`src/rtl/tile_depth_rasterizer_core_defines.svh`:
```
// ---------------------------------------------------------------------------
// Tile depth rasterizer assertion macros
// Shared property forms for the concurrent checks of the rasterizer core.
// ---------------------------------------------------------------------------
`ifndef TILE_DEPTH_RASTERIZER_CORE_DEFINES_SVH
`define TILE_DEPTH_RASTERIZER_CORE_DEFINES_SVH

// Same-cycle implication, checked on the core clock outside reset.
`define TDR_ASSERT_NOW(lbl, ante, cons, msg) \
    lbl: assert property (@(posedge i_clk) disable iff (!i_rst_n) (ante) |-> (cons)) \
        else $error(msg);

// Next-cycle implication, checked on the core clock outside reset.
`define TDR_ASSERT_NEXT(lbl, ante, cons, msg) \
    lbl: assert property (@(posedge i_clk) disable iff (!i_rst_n) (ante) |=> (cons)) \
        else $error(msg);

`endif

```
`src/rtl/tdr_pkg.sv`:
```
// ---------------------------------------------------------------------------
// Tile depth rasterizer package
// Shared constants, codes and types of the rasterizer core and its divider.
// ---------------------------------------------------------------------------
package tdr_pkg;

    localparam int TILE_W_DEF   = 32;
    localparam int TILE_H_DEF   = 32;
    localparam int COARSE_W_DEF = 8;
    localparam int COARSE_H_DEF = 8;

    localparam int DEPTH_W  = 25;
    localparam logic [DEPTH_W-1:0] DEPTH_ONE = 25'h1000000;
    localparam int CRD_W    = 18;
    localparam int NUM_W    = 58;
    localparam int QUO_W    = 26;
    localparam int Q_W      = 28;
    localparam int ORG_W    = 12;
    localparam int SCR_W    = 13;
    localparam logic [SCR_W-1:0] SCR_W_RST = 13'd1024;
    localparam logic [SCR_W-1:0] SCR_H_RST = 13'd512;

    typedef enum logic [1:0] {
        MODE_CLEAR = 2'd0,
        MODE_DRAW  = 2'd1,
        MODE_READ  = 2'd2,
        MODE_BLOCK = 2'd3
    } t_mode;

    typedef enum logic {
        REG_SCREEN_W = 1'b0,
        REG_SCREEN_H = 1'b1
    } t_reg;

    typedef enum logic [1:0] {
        ACC_AREA = 2'd0,
        ACC_E0   = 2'd1,
        ACC_E1   = 2'd2,
        ACC_E2   = 2'd3
    } t_acc;

    typedef enum logic [3:0] {
        S_CLEAR,
        S_IDLE,
        S_SETUP,
        S_CHECK,
        S_EDGE,
        S_MUL,
        S_NUM,
        S_DIV,
        S_WB,
        S_READ,
        S_BLOCK,
        S_BDRAIN,
        S_OUT
    } t_state;

endpackage

```
`src/rtl/tdr_divider.sv`:
```
// ---------------------------------------------------------------------------
// Tile depth rasterizer divider
// Floor division of a signed numerator by a positive area, one quotient bit
// per cycle, with the quotient saturated just beyond the useful depth range.
// ---------------------------------------------------------------------------
module tdr_divider (
    input  logic                                i_clk,
    input  logic                                i_rst_n,
    input  logic                                i_start,
    input  logic signed [tdr_pkg::NUM_W-1:0]    i_num,
    input  logic        [30:0]                  i_den,
    output logic                                o_done,
    output logic signed [tdr_pkg::Q_W-1:0]      o_quo
);

    localparam int AB_W = tdr_pkg::NUM_W - 1;
    localparam int QW   = tdr_pkg::QUO_W;
    localparam int CW   = $clog2(QW);
    localparam int SW   = tdr_pkg::Q_W;
    localparam logic signed [SW-1:0] QSAT = SW'(1) <<< QW;

    logic [AB_W-1:0] w_abs;
    logic            w_ovf;
    logic [AB_W-1:0] r_rem;
    logic [AB_W-1:0] r_dsh;
    logic [QW-1:0]   r_q;
    logic [CW-1:0]   r_cnt;
    logic            r_busy;
    logic            r_done;
    logic            r_neg;
    logic            r_ovf;
    logic [SW-1:0]   w_qx;
    logic [SW-1:0]   w_qr;

    always_comb begin
        w_abs = i_num[tdr_pkg::NUM_W-1] ? AB_W'(-i_num) : AB_W'(i_num);
        w_ovf = (w_abs[AB_W-1:QW] >= i_den);
    end

    always_ff @(posedge i_clk) begin
        if (!i_rst_n) begin
            r_busy <= 1'b0;
            r_done <= 1'b0;
        end else if (i_start) begin
            r_busy <= !w_ovf;
            r_done <= w_ovf;
        end else if (r_busy) begin
            r_busy <= (r_cnt != '0);
            r_done <= (r_cnt == '0);
        end else begin
            r_done <= 1'b0;
        end
    end

    always_ff @(posedge i_clk) begin
        if (i_start) begin
            r_neg <= i_num[tdr_pkg::NUM_W-1];
            r_ovf <= w_ovf;
            r_rem <= w_abs;
            r_dsh <= AB_W'({i_den, {(QW-1){1'b0}}});
            r_q   <= '0;
            r_cnt <= CW'(QW - 1);
        end else if (r_busy) begin
            if (r_rem >= r_dsh) begin
                r_rem <= r_rem - r_dsh;
                r_q   <= {r_q[QW-2:0], 1'b1};
            end else begin
                r_q   <= {r_q[QW-2:0], 1'b0};
            end
            r_dsh <= r_dsh >> 1;
            r_cnt <= r_cnt - CW'(1);
        end
    end

    always_comb begin
        w_qx = SW'(r_q);
        w_qr = w_qx + SW'(|r_rem);
        if (r_ovf) begin
            o_quo = r_neg ? -QSAT : QSAT;
        end else begin
            o_quo = r_neg ? $signed(-w_qr) : $signed(w_qx);
        end
    end

    assign o_done = r_done;

endmodule

```
`config.mk`:
```
export PLATFORM = sky130hd
export DESIGN_NAME = tdr_divider
export DESIGN_NICKNAME = d
export VERILOG_FILES = /design/src/rtl/tile_depth_rasterizer_core_defines.svh /design/src/rtl/tdr_pkg.sv /design/src/rtl/tdr_divider.sv
export SDC_FILE = /design/constraint.sdc
export NUM_CORES = 1
export LEC_CHECK = 0
export BUFFER_PORTS_ARGS = -buffer_cell sky130_fd_sc_hd__buf_4
export CAP_MARGIN = 20
export CORE_MARGIN = 3
export CORE_UTILIZATION = 40
export DETAILED_ROUTE_END_ITERATION = 7
export SYNTH_ARGS = -nofsm -noshare
export SYNTH_HDL_FRONTEND = slang
export SYNTH_SLANG_ARGS = --single-unit
```
`constraint.sdc`:
```
create_clock -name i_clk -period 7.5 [get_ports i_clk]
set_input_delay 1.5 -clock i_clk [delete_from_list [all_inputs] [get_ports i_clk]]
set_output_delay 1.5 -clock i_clk [all_outputs]
set_load 0.02 [all_outputs]
```
==> results.cfg <==
[run_status]
run_status = finished, final reports clean

[yosys]
synth_commonest_cells = sky130_fd_sc_hd__nor2_1 (173), sky130_fd_sc_hd__nand2_1 (170), sky130_fd_sc_hd__inv_1 (135), sky130_fd_sc_hd__a21oi_1 (119), sky130_fd_sc_hd__ha_1 (118)
synthCells = 1628
part_of_the_yosys_area_used_for_sequential_elements_pct = 29.3
mappedNetlistNets = 1839
async_reset_ff_share_pct = 0
yosys.area.top_type_share_pct = 20.5
yosys-top-cells-area = sky130_fd_sc_hd__edfxtp_1 (21%), sky130_fd_sc_hd__ha_1 (11%), sky130_fd_sc_hd__dfxtp_1 (8.8%)
post-synth-top-count-cell = sky130_fd_sc_hd__nor2_1
synth_area_leader_cell = sky130_fd_sc_hd__edfxtp_1
synth-edff-count = 90
syn_area_per_cell_um2 = 8.10
cell_area_after_synthesis_mm2 = 0.0132
ys.warnings.count = 0
synth.ff_latch_count = 148
synth-main-ff-cell = sky130_fd_sc_hd__edfxtp_1
synth_cell_type_count = 68

[sta]
skew_ns = 0.0182
period_needed_ns = 6.87
relSlewSlack_pct = 34.8
fmax_mhz = 146
report.final.hold_viol_count = 0
rsz0062_at_grt = no
tightestPinTransition_ns = 0.978
post-route-period-util_pct = 91.5
tns_ns = 0
timing.final.setup_violations = 0
final_max_slew_viol_count = 0

[grt]
grt.met2_usage_pct = 36.1
total_global_routing_track_utilization_pct = 21.3
grt_use_met1_pct = 28.6
grt_overflow = 0
number_of_antenna_violations_at_the_first_check_in_global_routing = 0
grt_busiest_layer = met2
grt_start_max_net_pins = 92
grt_pass1_vias = 11679
global_route.usage.met3_pct = 3.50
grt_pass1_wl_mm = 61.5

[critical_path]
worst-endpoint-arrival_ns = 5.37
cp_data_required_time_ns = 6.00
timing.critical_path.to_type = output port
count_of_cells_along_the_worst_register_to_register_path = 11
peak_per_stage_delay_on_the_critical_path_ns = 0.62
critical_path_slowest_stage_cell = sky130_fd_sc_hd__or4b_2
timing.critical_path.fanout_max = 4
critPathBufInv = 2
gate_family_responsible_for_the_most_delay_along_the_worst_path = simple AND/OR/NAND/NOR gates
timing.rr.start = r_rem[12]
rr_endpoint = r_rem[38]
path_cells = nor4_1 > nand3_1 > nor4_1 > ha_1 > ha_1 > a211oi_1 > nor2b_1 > o31ai_1 > a2111oi_0 > buf_4 > nor2_1 > o31ai_1 > a31oi_1 > or4b_2 > o311ai_0 > buf_4
reg2reg_setup_slack_ns = 3.02
timing.critical_path.from_type = flip-flop
timing_worst_setup_path_type = flip-flop to output port

[place]
gp_routability_congestion = 0.906
numPortBuffers = 120
hpwlAfterDp_mm = 29.1

[clock_tree]
cts_tree = yes
clock_sink_count = 148
worst_skew_pair.late_latency_ns = 0.44
clkSlewWorstSetupHoldPaths_ns = 0.06
cts_repair_resize_count = 0
post_cts.repair.setup_buffers = 0
clockRootBuffer = sky130_fd_sc_hd__clkbuf_16
htreeDepth = 4
cts_hold_repair.buffers = 0
cts_buffer_depth = 2
cts_inserted_buffers = 17

[floorplanning]
initial_utilization_pct = 41.1
core.rowCount = 65
core_area_mm2 = 0.0320
die_w_um = 188
die-area_mm2 = 0.0352
die-height_um = 188
floorplan.io_pins = 121

[worst_hold_path]
min_delay_path_depth = 2
holdPathEnd = r_cnt[3]
min_from = r_cnt[3]
min-delay-path-class = flip-flop to flip-flop

[power_and_ir_drop]
power.internal_w = 0.00237
power_switching_share_pct = 42.0
irDropWorstVdd_v = 0.000216
powerDensity_mw_per_mm2 = 271
power.static_leakage_nw = 6.14
power.share.combinational_pct = 49.6
clock_power_share_pct = 21.1
switching_power_w = 0.00171
p_seq_share_pct = 29.4

[routing]
drt_first_iter_violations = 855
drt_first_pass_iters = 6
detail_route.drc_violations = 0
detailroute.via_count = 11956
remaining_number_of_nets_flagged_by_the_antenna_check_after_routing = 0
post_drt_via_cell_ratio = 5.54
post_drt_wl_per_cell_um = 17.5
drt_wl_total_mm = 37.8

[cells_and_area]
area_growth_pct = 14.4
fillers = 3182
layout.core_utilization_pct = 47.0
antenna_cells_inserted = 0
number_of_nets_in_the_finished_design = 1923
post_route_cells_drive_above_1_share_pct = 10.4

[job]
cap_violations = 0
## flip-flops by register name, indices dropped and copies added (netlist names)
name    flops
r_rem      57
r_dsh      56
r_busy      1
r_neg       1
r_ovf       1
r_q        26
r_cnt       5
o_done      1
## cell families after synthesis
| group | after synthesis | share of synthesized area, % |
|---|---|---|
| AO/OA/AOI/OAI | 433 | 21.0 |
| XOR/XNOR | 117 | 7.78 |
| adder cells (fa/ha/maj) | 119 | 11.4 |
| buffers and inverters | 204 | 5.81 |
| flip-flops | 148 | 29.3 |
| multiplexers | 74 | 5.62 |
| AND/OR/NAND/NOR | 533 | 19.1 |
## worst register-to-register path, cell delays in order, from the launching register on
cell                       delay (ns)
sky130_fd_sc_hd__edfxtp_1        0.43
sky130_fd_sc_hd__ha_1            0.47
sky130_fd_sc_hd__nand2_1         0.12
sky130_fd_sc_hd__o41ai_1         0.37
sky130_fd_sc_hd__a31oi_1         0.13
sky130_fd_sc_hd__nand3_1         0.19
sky130_fd_sc_hd__a21o_1          0.25
sky130_fd_sc_hd__a21oi_1         0.16
sky130_fd_sc_hd__o31ai_1         0.61
sky130_fd_sc_hd__nand4_1         0.39
sky130_fd_sc_hd__a31oi_4         0.25
sky130_fd_sc_hd__buf_4           0.66
## layer usage
layer / up-vias / share of wire (%)
li1: 6024 / -
met1: 5572 / 46
met2: 317 / 47
met3: 43 / 5.4
met4: 0 / 1.8
met5: - / 0
## power by group through the flow
stage	Sequential (W)	Clock [W]	Combinational [W]
final	0.00120	0.000860	0.00203
after global routing	0.00121	0.000901	0.00224
after CTS	0.00120	0.000875	0.00200
after detailed placement	0.00121	0	0.00199
after global placement	0.00121	0	0.00198
after floorplan	0.00117	0	0.00147
## area by class of cell
class	instances	area, um2	share of cell area [%]
clock buffer	24	517	3.43
timing repair buffer	134	1010	6.70
sequential	148	3870	25.7
inverter	135	507	3.36
clock inverter	8	61.3	0.407
multi-input combinational	1276	8560	56.8
tap	435	544	3.61
## per-stage QoR
stage	setup WS (ns)	hold slack, ns	area [um2]	total power (W)	instances
CTS	0.623	0.497	15100	0.00408	2160
detailed placement	0.624	0.478	14500	0.00320	2128
global route	0.298	0.546	15100	0.00436	2160
global placement	0.857	0.472	14500	0.00319	2128
finish	0.635	0.495	15100	0.00409	2160
floorplan	1.51	0.457	13200	0.00264	1628
## cells in the final DEF (no fill, tap or decap), types with 4 or more instances in the layout
master	n
sky130_fd_sc_hd__o31ai_1	29
sky130_fd_sc_hd__and2_1	7
sky130_fd_sc_hd__ha_1	118
sky130_fd_sc_hd__nand3_1	22
sky130_fd_sc_hd__edfxtp_1	90
sky130_fd_sc_hd__nor2_1	173
sky130_fd_sc_hd__a41oi_1	8
sky130_fd_sc_hd__o211ai_1	7
sky130_fd_sc_hd__nor4_1	25
sky130_fd_sc_hd__or3_1	14
sky130_fd_sc_hd__nor3_1	19
sky130_fd_sc_hd__a211oi_1	12
sky130_fd_sc_hd__clkbuf_16	20
sky130_fd_sc_hd__nor2b_1	17
sky130_fd_sc_hd__nand2_1	170
sky130_fd_sc_hd__a31oi_1	10
sky130_fd_sc_hd__xor2_1	32
sky130_fd_sc_hd__xnor2_1	85
sky130_fd_sc_hd__and4_1	5
sky130_fd_sc_hd__buf_4	133
sky130_fd_sc_hd__dfxtp_1	57
sky130_fd_sc_hd__a21oi_1	119
sky130_fd_sc_hd__a21boi_0	10
sky130_fd_sc_hd__or4_1	8
sky130_fd_sc_hd__a21o_1	38
sky130_fd_sc_hd__nand2b_1	18
sky130_fd_sc_hd__o311ai_0	4
sky130_fd_sc_hd__o41ai_1	12
sky130_fd_sc_hd__o21ai_0	115
sky130_fd_sc_hd__inv_1	134
sky130_fd_sc_hd__o21bai_1	15
sky130_fd_sc_hd__o21a_1	14
sky130_fd_sc_hd__a2111oi_0	4
sky130_fd_sc_hd__mux2i_1	74
sky130_fd_sc_hd__nand4_1	32
## how the worst max path moves through the flow
| stage | start | to | slack, ns | cells past startpoint |
|---|---|---|---|---|
| after floorplan | r_rem[12] | r_rem[0] | 1.51 | 11 |
| after global placement | i_num[0] | r_busy | 0.86 | 21 |
| after detailed placement | i_num[0] | r_busy | 0.62 | 21 |
| after CTS | r_rem[36] | o_quo[24] | 0.62 | 16 |
| after global routing | r_rem[36] | o_quo[24] | 0.30 | 16 |
| final | r_rem[36] | o_quo[24] | 0.63 | 16 |
Power figures use the tool's default switching activity.
